==> src/rtl/core/a85_pkg.sv <==
// Shared types and constants for the ASCII85 stream decoder.
// No dependencies; all other files in rtl/core refer to it by scoped names.
`timescale 1ns / 1ps

package a85_pkg;

  localparam logic       KIND_CHAR  = 1'b0;
  localparam logic       KIND_END   = 1'b1;

  localparam logic [7:0] DIGIT_LOW  = 8'd33;   // '!'
  localparam logic [7:0] DIGIT_HIGH = 8'd117;  // 'u'
  localparam logic [7:0] ZERO_CHAR  = 8'd122;  // 'z'
  localparam logic [7:0] SPACE_CHAR = 8'd32;
  localparam logic [7:0] DEL_CHAR   = 8'd127;
  localparam logic [7:0] BASE85     = 8'd85;

  localparam int QDEPTH = 4;
  localparam int QPTR_W = $clog2(QDEPTH);

  typedef enum logic [1:0] {
    ST_DATA      = 2'd0,
    ST_END_EMPTY = 2'd1,
    ST_INVALID   = 2'd2,
    ST_LONE      = 2'd3
  } status_t;

  typedef struct packed {
    logic       kind;
    logic [7:0] char_code;
  } in_item_t;

  typedef struct packed {
    logic [7:0] data_byte;
    status_t    status;
    logic       end_of_stream;
    logic       last;
  } out_item_t;

  // One queued request: a word and how many results it yields.
  typedef struct packed {
    logic [31:0] word;
    logic [2:0]  nbytes;
    status_t     status;
    logic        eos;
  } job_t;

  // 85^(5-n) for padding a partial group of n characters with 'u'.
  function automatic logic [19:0] pad_mult(input logic [2:0] n);
    logic [19:0] m;
    unique case (n)
      3'd2:    m = 20'd614125;
      3'd3:    m = 20'd7225;
      3'd4:    m = 20'd85;
      default: m = 20'd1;
    endcase
    return m;
  endfunction

endpackage

==> src/rtl/core/a85_front.sv <==
// Front end: accepts characters, builds base-85 groups and classifies requests.
// Depends on a85_pkg; pushes job_t requests into a85_job_queue.
`timescale 1ns / 1ps

module a85_front (
  input  logic              clk,
  input  logic              rst,
  input  logic              in_valid,
  output logic              in_stall,
  input  a85_pkg::in_item_t in_data,
  output logic              push,
  output a85_pkg::job_t     push_job,
  input  logic              full
);

  logic [2:0]  group_count, group_count_next;
  logic [31:0] group_value, group_value_next;
  logic        halted, halted_next;

  logic        accept;
  logic [7:0]  c;
  logic [38:0] acc_prod;
  logic [31:0] acc_value;
  logic [19:0] pmult;
  logic [51:0] pad_prod;
  logic [31:0] padded;

  assign in_stall = full;
  assign accept   = in_valid && !full;
  assign c        = in_data.char_code;

  assign acc_prod  = 39'(group_value) * 39'(a85_pkg::BASE85);
  assign acc_value = acc_prod[31:0] + {24'd0, c - a85_pkg::DIGIT_LOW};
  assign pmult     = a85_pkg::pad_mult(group_count);
  assign pad_prod  = 52'(group_value) * 52'(pmult);
  assign padded    = pad_prod[31:0] + {12'd0, pmult} - 32'd1;

  always_comb begin
    group_count_next = group_count;
    group_value_next = group_value;
    halted_next      = halted;
    push             = 1'b0;
    push_job.word    = '0;
    push_job.nbytes  = 3'd1;
    push_job.status  = a85_pkg::ST_DATA;
    push_job.eos     = 1'b0;
    if (accept) begin
      if (in_data.kind == a85_pkg::KIND_END) begin
        push             = 1'b1;
        push_job.eos     = 1'b1;
        group_count_next = '0;
        group_value_next = '0;
        halted_next      = 1'b0;
        priority if (halted || group_count == 3'd0) begin
          push_job.status = a85_pkg::ST_END_EMPTY;
        end else if (group_count == 3'd1) begin
          push_job.status = a85_pkg::ST_LONE;
        end else begin
          push_job.word   = padded;
          push_job.nbytes = group_count - 3'd1;
        end
      end else if (!halted && c > a85_pkg::SPACE_CHAR && c < a85_pkg::DEL_CHAR) begin
        priority if (c == a85_pkg::ZERO_CHAR && group_count == 3'd0) begin
          push            = 1'b1;
          push_job.nbytes = 3'd4;
        end else if (c < a85_pkg::DIGIT_LOW || c > a85_pkg::DIGIT_HIGH) begin
          push            = 1'b1;
          push_job.status = a85_pkg::ST_INVALID;
          halted_next     = 1'b1;
        end else if (group_count == 3'd4) begin
          push             = 1'b1;
          push_job.word    = acc_value;
          push_job.nbytes  = 3'd4;
          group_count_next = '0;
          group_value_next = '0;
        end else begin
          group_count_next = group_count + 3'd1;
          group_value_next = acc_value;
        end
      end
    end
  end

  always_ff @(posedge clk) begin
    if (rst) begin
      group_count <= '0;
      group_value <= '0;
      halted      <= 1'b0;
    end else begin
      group_count <= group_count_next;
      group_value <= group_value_next;
      halted      <= halted_next;
    end
  end

endmodule

==> src/rtl/core/a85_job_queue.sv <==
// Short request queue between the front end and the back end.
// Depends on a85_pkg for job_t and the queue depth.
`timescale 1ns / 1ps

module a85_job_queue (
  input  logic          clk,
  input  logic          rst,
  input  logic          push,
  input  a85_pkg::job_t push_job,
  output logic          full,
  input  logic          pop,
  output a85_pkg::job_t head_job,
  output logic          empty
);

  a85_pkg::job_t                entries [a85_pkg::QDEPTH];
  logic [a85_pkg::QPTR_W-1:0]   wr_ptr, rd_ptr;
  logic [a85_pkg::QPTR_W:0]     count;

  assign full     = count == (a85_pkg::QPTR_W+1)'(a85_pkg::QDEPTH);
  assign empty    = count == '0;
  assign head_job = entries[rd_ptr];

  always_ff @(posedge clk) begin
    if (push) begin
      entries[wr_ptr] <= push_job;
    end
  end

  always_ff @(posedge clk) begin
    if (rst) begin
      wr_ptr <= '0;
      rd_ptr <= '0;
      count  <= '0;
    end else begin
      if (push) begin
        wr_ptr <= wr_ptr + 1'b1;
      end
      if (pop) begin
        rd_ptr <= rd_ptr + 1'b1;
      end
      unique case ({push, pop})
        2'b10:   count <= count + 1'b1;
        2'b01:   count <= count - 1'b1;
        default: count <= count;
      endcase
    end
  end

endmodule

==> src/rtl/core/a85_back.sv <==
// Back end: expands each request into result items, one per cycle unless stalled.
// Depends on a85_pkg; reads requests from a85_job_queue.
`timescale 1ns / 1ps

module a85_back (
  input  logic               clk,
  input  logic               rst,
  input  a85_pkg::job_t      head_job,
  input  logic               empty,
  output logic               pop,
  output logic               out_valid,
  input  logic               out_stall,
  output a85_pkg::out_item_t out_data
);

  logic [1:0]         idx;
  logic               load;
  logic               is_final;
  logic [7:0]         sel_byte;
  a85_pkg::out_item_t result;

  assign load     = !out_valid || !out_stall;
  assign is_final = {1'b0, idx} == head_job.nbytes - 3'd1;
  assign pop      = load && !empty && is_final;

  always_comb begin
    unique case (idx)
      2'd0: sel_byte = head_job.word[31:24];
      2'd1: sel_byte = head_job.word[23:16];
      2'd2: sel_byte = head_job.word[15:8];
      2'd3: sel_byte = head_job.word[7:0];
    endcase
    result.data_byte     = (head_job.status == a85_pkg::ST_DATA) ? sel_byte : 8'd0;
    result.status        = head_job.status;
    result.end_of_stream = head_job.eos && is_final;
    result.last          = is_final;
  end

  always_ff @(posedge clk) begin
    if (load && !empty) begin
      out_data <= result;
    end
  end

  always_ff @(posedge clk) begin
    if (rst) begin
      out_valid <= 1'b0;
      idx       <= '0;
    end else if (load) begin
      out_valid <= !empty;
      if (!empty) begin
        idx <= is_final ? 2'd0 : idx + 2'd1;
      end
    end
  end

endmodule

==> src/rtl/core/ascii85_stream_decoder_top.sv <==
// Top level of the ASCII85 stream decoder: front end, request queue, back end.
// Depends on a85_pkg, a85_front, a85_job_queue and a85_back.
//
// The decoder accepts one character or end item per cycle while the queue
// is not full, and delivers one result per cycle from a registered output
// while out_stall is low. Each input item is handled in the front end, where
// the base-85 multiply-accumulate (and, at end of stream, the padding
// multiply) completes in the cycle that accepts the item. A full group or a
// 'z' yields four results, so the sustained rate is bound by the back end at
// one result per cycle: five digits per four bytes, or four bytes per 'z'. A
// four-entry request queue absorbs the bursts; the input stalls only when it
// is full. Each result passes a queue entry and the output register.
`timescale 1ns / 1ps

module ascii85_stream_decoder_top (
  input  logic               clk,
  input  logic               rst,
  input  logic               in_valid,
  output logic               in_stall,
  input  a85_pkg::in_item_t  in_data,
  output logic               out_valid,
  input  logic               out_stall,
  output a85_pkg::out_item_t out_data
);

  logic          push, full, pop, empty;
  a85_pkg::job_t push_job, head_job;

  a85_front u_front (
    .clk      (clk),
    .rst      (rst),
    .in_valid (in_valid),
    .in_stall (in_stall),
    .in_data  (in_data),
    .push     (push),
    .push_job (push_job),
    .full     (full)
  );

  a85_job_queue u_queue (
    .clk      (clk),
    .rst      (rst),
    .push     (push),
    .push_job (push_job),
    .full     (full),
    .pop      (pop),
    .head_job (head_job),
    .empty    (empty)
  );

  a85_back u_back (
    .clk       (clk),
    .rst       (rst),
    .head_job  (head_job),
    .empty     (empty),
    .pop       (pop),
    .out_valid (out_valid),
    .out_stall (out_stall),
    .out_data  (out_data)
  );

endmodule

==> config.mk <==
export PLATFORM = sky130hd
export DESIGN_NAME = ascii85_stream_decoder_top
export DESIGN_NICKNAME = d
export VERILOG_FILES = /design/src/rtl/core/a85_pkg.sv /design/src/rtl/core/a85_front.sv /design/src/rtl/core/a85_job_queue.sv /design/src/rtl/core/a85_back.sv /design/src/rtl/core/ascii85_stream_decoder_top.sv
export SDC_FILE = /design/constraint.sdc
export NUM_CORES = 1
export LEC_CHECK = 0
export BUFFER_PORTS_ARGS = -buffer_cell sky130_fd_sc_hd__buf_2
export CORE_AREA = 2 2 233 235
export CTS_BUF_LIST = sky130_fd_sc_hd__clkbuf_8
export CTS_CLUSTER_DIAMETER = 50
export CTS_CLUSTER_SIZE = 24
export DETAILED_ROUTE_END_ITERATION = 12
export DIE_AREA = 0 0 235 237
export PLACE_DENSITY_LB_ADDON = 0.1
export SETUP_SLACK_MARGIN = 0.15
export SLEW_MARGIN = 20
export SYNTH_ARGS = -nofsm -noshare
export SYNTH_HDL_FRONTEND = slang
export SYNTH_HIERARCHICAL = 1
export SYNTH_SLANG_ARGS = --single-unit
==> constraint.sdc <==
create_clock -name clk -period 9.9 [get_ports clk]
set_clock_uncertainty 0.05 [all_clocks]
set_input_delay 0.495 -clock clk [delete_from_list [all_inputs] [get_ports clk]]
set_output_delay 0.495 -clock clk [all_outputs]
set_load 0.01 [all_outputs]
**Word level (Yosys, flattened, before mapping)**

Memory sizes are Yosys's and may differ from the RTL's. A register that Yosys moved wholly into a read port is not among the register bits.
Index checks and enable logic that the tools add are counted.

- Muxes and demuxes: 42
- Order comparisons: 4
- Multipliers: 2
- Bitwise operators: 1
- Equal/unequal tests: 14
- Reductions and logical operators: 25
- Add/subtract/negate cells: 12

Operator list:

| cell | number |
|---|---|
| 32-bit two-way mux | 6 |
| 35-bit two-way mux | 4 |
| 37-bit two-way mux | 2 |
| 20-bit case mux with 3 select lines | 1 |
| 38-bit two-way mux | 1 |
| 32-bit by 20-bit adder with 32-bit output | 1 |
| 32-bit by 8-bit adder with 32-bit output | 1 |
| 32-bit by 20-bit multiplier with 32-bit output | 1 |
| 32-bit by 7-bit multiplier with 32-bit output, second input constant | 1 |
| 8-bit case mux with 4 select lines | 1 |
| 32-bit by 1-bit subtractor with 32-bit output, second input constant | 1 |
| 3-bit two-way mux | 6 |
| 2-bit two-way mux | 7 |
| 1-bit two-way mux | 13 |
| 3-bit by 1-bit subtractor with 3-bit output, second input constant | 3 |
| 8-bit by 7-bit equality test with 1-bit output, second input constant | 1 |
| 8-bit by 6-bit > comparator with 1-bit output, second input constant | 1 |
| 8-bit by 7-bit > comparator with 1-bit output, second input constant | 1 |
| 8-bit by 6-bit < comparator with 1-bit output, second input constant | 1 |
| 8-bit by 7-bit < comparator with 1-bit output, second input constant | 1 |
| 4-bit AND reduction | 2 |
| 8-bit by 6-bit subtractor with 8-bit output, second input constant | 1 |
| 1-bit logical AND | 7 |
| 2-bit by 1-bit adder with 2-bit output, second input constant | 3 |
| other kinds (16) | 33 |

- Memories: 1
- Memory bits (writable): 152
- Bits in registers: 58
- Output and inout port bits: 14
- Word-level logic and storage cells: 113

Memories:

| memory | words | bits a word | read ports | clocked after memory_dff | wr ports | RTL line | RTL |
|---|---|---|---|---|---|---|---|
| u_queue.entries | 4 | 38 | 1 | 1 | 1 | a85_job_queue.sv:16 | `a85_pkg::job_t entries [a85_pkg::QDEPTH];` |

**Depth between registers and ports, before layout**

- Word-level depth: 9
- Depth in mapped cells: 31
- Gate-level depth less buffers: 31

**Cells and area by module**

The synthesis kept the hierarchy.

By module, submodules not included:

| module | times used | seq. area each (um^2) | area each (um^2) | cells each |
|---|---|---|---|---|
| a85_front | 1 | 720.7 | 16350.7 | 1816 |
| a85_job_queue | 1 | 4744.6 | 5931.9 | 245 |
| a85_back | 1 | 420.4 | 842.1 | 77 |

**Worst setup path before layout**

OpenSTA, ideal clock, no wires.

- Path type: register to register
- Start: register u_front.group_count[0]
- End: memory u_queue/entries[0][36] in the netlist's numbering, data pin
- Arrival time: 7508 ps
- Required time: 9571 ps
- Stages on the path, launching flop included: 29
- Buffers on the path: 2
- Setup slack: 2063 ps
- Cell sequence: dfxtp_1 ha_1 ha_1 a21oi_1 o21ai_0 clkbuf_1 clkbuf_1 ha_1 fa_1 fa_1 inv_1 fa_1 inv_1 fa_1 fa_1 fa_1 inv_1 fa_1 inv_1 ha_1 nand3_1 nor2_1 a21oi_1 nand4_1 a31oi_1 o31ai_1 o31ai_1 mux2i_1 a31oi_1

RTL lines:

| item | RTL line | RTL |
|---|---|---|
| start: declaration | a85_front.sv:16 | `logic [2:0] group_count, group_count_next;` |
| start signal: assignment | a85_front.sv:90 | `group_count <= group_count_next;` |
| end: declaration | a85_job_queue.sv:16 |  |

==> summary.txt <==
Worst hold path
  – Hold path start: out_stall
  – Worst Hold Depth: 3
  – Hold WC Path Type: input port to flop
  – Hold Path End: u_back/out_valid

Timing
  – Peak Freq: roughly 110 MHz
  – Hold Slack: 0.1337 ns
  – Final Max Tran Viols: 0
  – Minimum clock period: 9.153 ns
  – Relative slew slack: 34.54%
  – Endpoints failing hold: 0
  – Endpoints failing setup: 0
  – Fin Setup TNS: 0 ns
  – Least-Margin Pin Slew: roughly 0.98 ns
  – Final Cycle Share: 92.45%
  – RSZ-0062 raised after global routing: no

Pwr
  – P_leak: 11.88 nW
  – Pint: 0.001414 W
  – Clock Power Share: about a third
  – Combinational share of power: roughly 18%
  – Total power: 0.002032 W
  – Psw: around 0.00062 W
  – Reg power frac: 51.0%
  – Max IR drop VDD: 0.09480 mV
  – Power per Cell Area: 82.84 mW/mm2
  – Sw Share: a little under a third

Place
  – PortBufs: 26
  – Cell count after placement: roughly 2800
  – Post-DP HPWL: 50.33 mm
  – GPL Wtd Cong: ~0.89

Worst setup path
  – Startpoint Class: flop
  – CP Max Fanout: 18
  – CP peak stage delay: 0.76 ns
  – Top cell by count, worst path: fa_1
  – CP max stage cell: dfxtp_1
  – Worst reg-to-reg setup slack: 0.75 ns
  – Capturing point of the worst reg2reg path: u_queue/entries[3][36]
  – Critical Path Sink Type: flop
  – R2R Path Start: u_front/group_count[2]
  – Arr. time, crit path: approximately 9.4 ns
  – Reg2reg path depth: 29
  – Crit Path Category: flop to flop
  – Crit path required time: roughly 10 ns

Yosys
  – Post-Synthesis Cell Area: 0.02312 mm2
  – Post-Syn Nets: approximately 2700
  – Post-synth EDFFs: about 160
  – Asr flop ratio synth: 0%
  – Top FF cell, synth: edfxtp_1
  – Yosys reg bits: ~210
  – Yosys cell types: ~80
  – Cells after synthesis: 2138
  – Sequential-to-total area share from yosys stat: roughly 25%
  – Post-Syn Area per Cell: 10.82 um2
  – YS warnings: 6

Drt
  – Final Routed Wirelength: around 62 mm
  – Drc violations: 0
  – Drt pass-1 iters: 5
  – Post-DRT Antenna Nets: 0
  – DR WL/cell: 21.80 um
  – Via count: roughly 15000
  – Via density: 5.243
  – Iteration-0 DRC count of the detailed router: roughly 900

CTS
  – Cts repair resizes: 0
  – CTS tree: done
  – Sink Count: 212
  – Clk root buf: clkbuf_8
  – Clock transition at path regs: 0.12 ns
  – Later-pin clock latency in the skew report: around 0.57 ns
  – Setup Buffers After CTS: 0
  – CTS Buf Count: 20
  – Max clock buf depth: 3
  – Hold_buf cts: 0
  – Max H-tree Level: 1

Final layout
  – Area Growth Syn to Fin: 6.055%
  – Share of layout cells above drive strength 1: 7.149%
  – Most frequent cells in the layout: inv_1 (511), fa_1 (309), ha_1 (278), edfxtp_1 (164), nor2_1 (141)
  – Most common cell after layout, fill and taps aside: inv_1
  – Ant. Diodes: 0
  – Final cell count without fillers: 2864
  – Fillers: 4983
  – Nets: ~2800

Floorplanning
  – Starting Density: a little over two fifths
  – Core Box Area: between 0.05 and 0.06 mm2
  – Die Ht: 237 um
  – Die area: 0.05570 mm2
  – IO Pins: 27
  – Row count: 85
  – Die X: 235 um

GRT
  – Largest net degree at the start of global routing: 48
  – First-pass GRT wire length: between 90 and 100 mm
  – Vias in the first global route: between 15000 and 20000
  – Initial antenna violation count: 1
  – GRT Total Usage: 23.19%
  – Grt total ovfl: 0

Outcome
  – Status: finished, final reports clean

Job
  – MaxCap Viol Count: 0
## worst max-delay path: cells and delay by family, from the launching register on
family | cells | cell delay, ns
fa+ha+maj | 9 | 3.97
compound gates | 7 | 2.24
buf+inv | 8 | 1.11
flops | 1 | 0.76
simple gates | 4 | 0.47
mux | 1 | 0.23
## state kept, by name (all words and copies together), names as in the netlist, named ones only
signal,cells
u_queue/rd_ptr,2
u_back/out_valid,1
u_front/group_count,3
u_front/halted,1
u_queue/count,3
u_back/out_data,12
u_front/group_value,32
u_queue/entries,152
u_back/idx,2
u_queue/wr_ptr,2
## power by group through the flow
stage / combinational (W) / sequential [W] / clock, W
6_report: 0.000355 / 0.00104 / 0.000641
5_1_grt: 0.000392 / 0.00104 / 0.000688
4_1_cts: 0.000365 / 0.00104 / 0.000658
3_5_place_dp: 0.000363 / 0.00106 / 0
3_3_place_gp: 0.000360 / 0.00105 / 0
2_1_floorplan: 0.000251 / 0.00106 / 0
## final cells by class
class	count	area, um2	area share, %
inverters	513	1926	7.852
flip-flops and latches	212	5888	24.01
multi-input cells	1363	15070	61.45
clock inverters	15	215.2	0.8775
clock buffers	21	289.0	1.179
repair buffers	44	265.3	1.082
well taps	696	870.8	3.551
## synthesized netlist by cell type, types with 7 or more instances
library cell / count / area share, %
inv_1: 511 / 8.3
fa_1: 309 / 27
ha_1: 278 / 15
edfxtp_1: 164 / 21
nor2_1: 141 / 2.3
nand2_1: 107 / 1.7
xnor2_1: 72 / 2.7
a21oi_1: 62 / 1.3
dfxtp_1: 48 / 4.2
a22oi_1: 47 / 1.5
and2_1: 39 / 1.1
mux4_2: 38 / 3.7
o21ai_0: 36 / 0.78
xor2_1: 35 / 1.3
clkbuf_1: 31 / 0.50
a21o_1: 20 / 0.65
o21a_1: 14 / 0.45
nand3_1: 12 / 0.26
nand2b_1: 10 / 0.27
nor3_1: 10 / 0.22
a211oi_1: 9 / 0.29
and3_1: 9 / 0.24
a222oi_1: 8 / 0.35
buf_2: 8 / 0.17
nand4_1: 7 / 0.19
## logic make-up (layout without fill, tap and decap cells)
logic type               count (synthesis)  after routing  synth area share, %
buffers and inverters                  563            593                9.512
flip-flops                             212            212                25.45
adder cells (fa/ha/maj)                587            587                41.79
multiplexers                            40             40                3.787
AO/OA/AOI/OAI                          262            262                8.019
XOR/XNOR                               107            107                4.053
AND/OR/NAND/NOR                        367            367                7.386
## worst max path at each step
stage / from / end / slack [ns] / depth (start not counted)
after floorplan: u_front/group_count[0] / u_queue/entries[0][36] / 2.06 / 28
after global placement: u_front/group_count[2] / u_queue/entries[0][36] / 1.09 / 29
after detailed placement: u_front/group_count[2] / u_queue/entries[3][36] / 0.86 / 29
after CTS: u_front/group_count[2] / u_queue/entries[3][36] / 0.84 / 29
after global routing: u_front/group_count[2] / u_queue/entries[1][36] / 0.34 / 29
final: u_front/group_count[2] / u_queue/entries[3][36] / 0.75 / 29
## metrics by stage
step / area, um2 / utilization [%] / setup slack [ns]
2_1_floorplan: 23120 / - / 2.063
3_3_place_gp: 24020 / 45.08 / 1.090
3_5_place_dp: 24020 / 45.08 / 0.8627
4_1_cts: 24520 / 46.03 / 0.8373
5_1_grt: 24520 / 46.03 / 0.3367
6_report: 24520 / 46.03 / 0.7473
## metal layers
layer / vias to the layer above / global-route usage (%) / share of wire (%)
met5: - / 0 / 0
met4: 0 / 3.951 / 1.4
met3: 51 / 2.320 / 4.0
met2: 340 / 38.88 / 47
met1: 7650 / 33.13 / 47
li1: 6976 / - / -
Note: power is estimated with default switching activity, not from simulation.
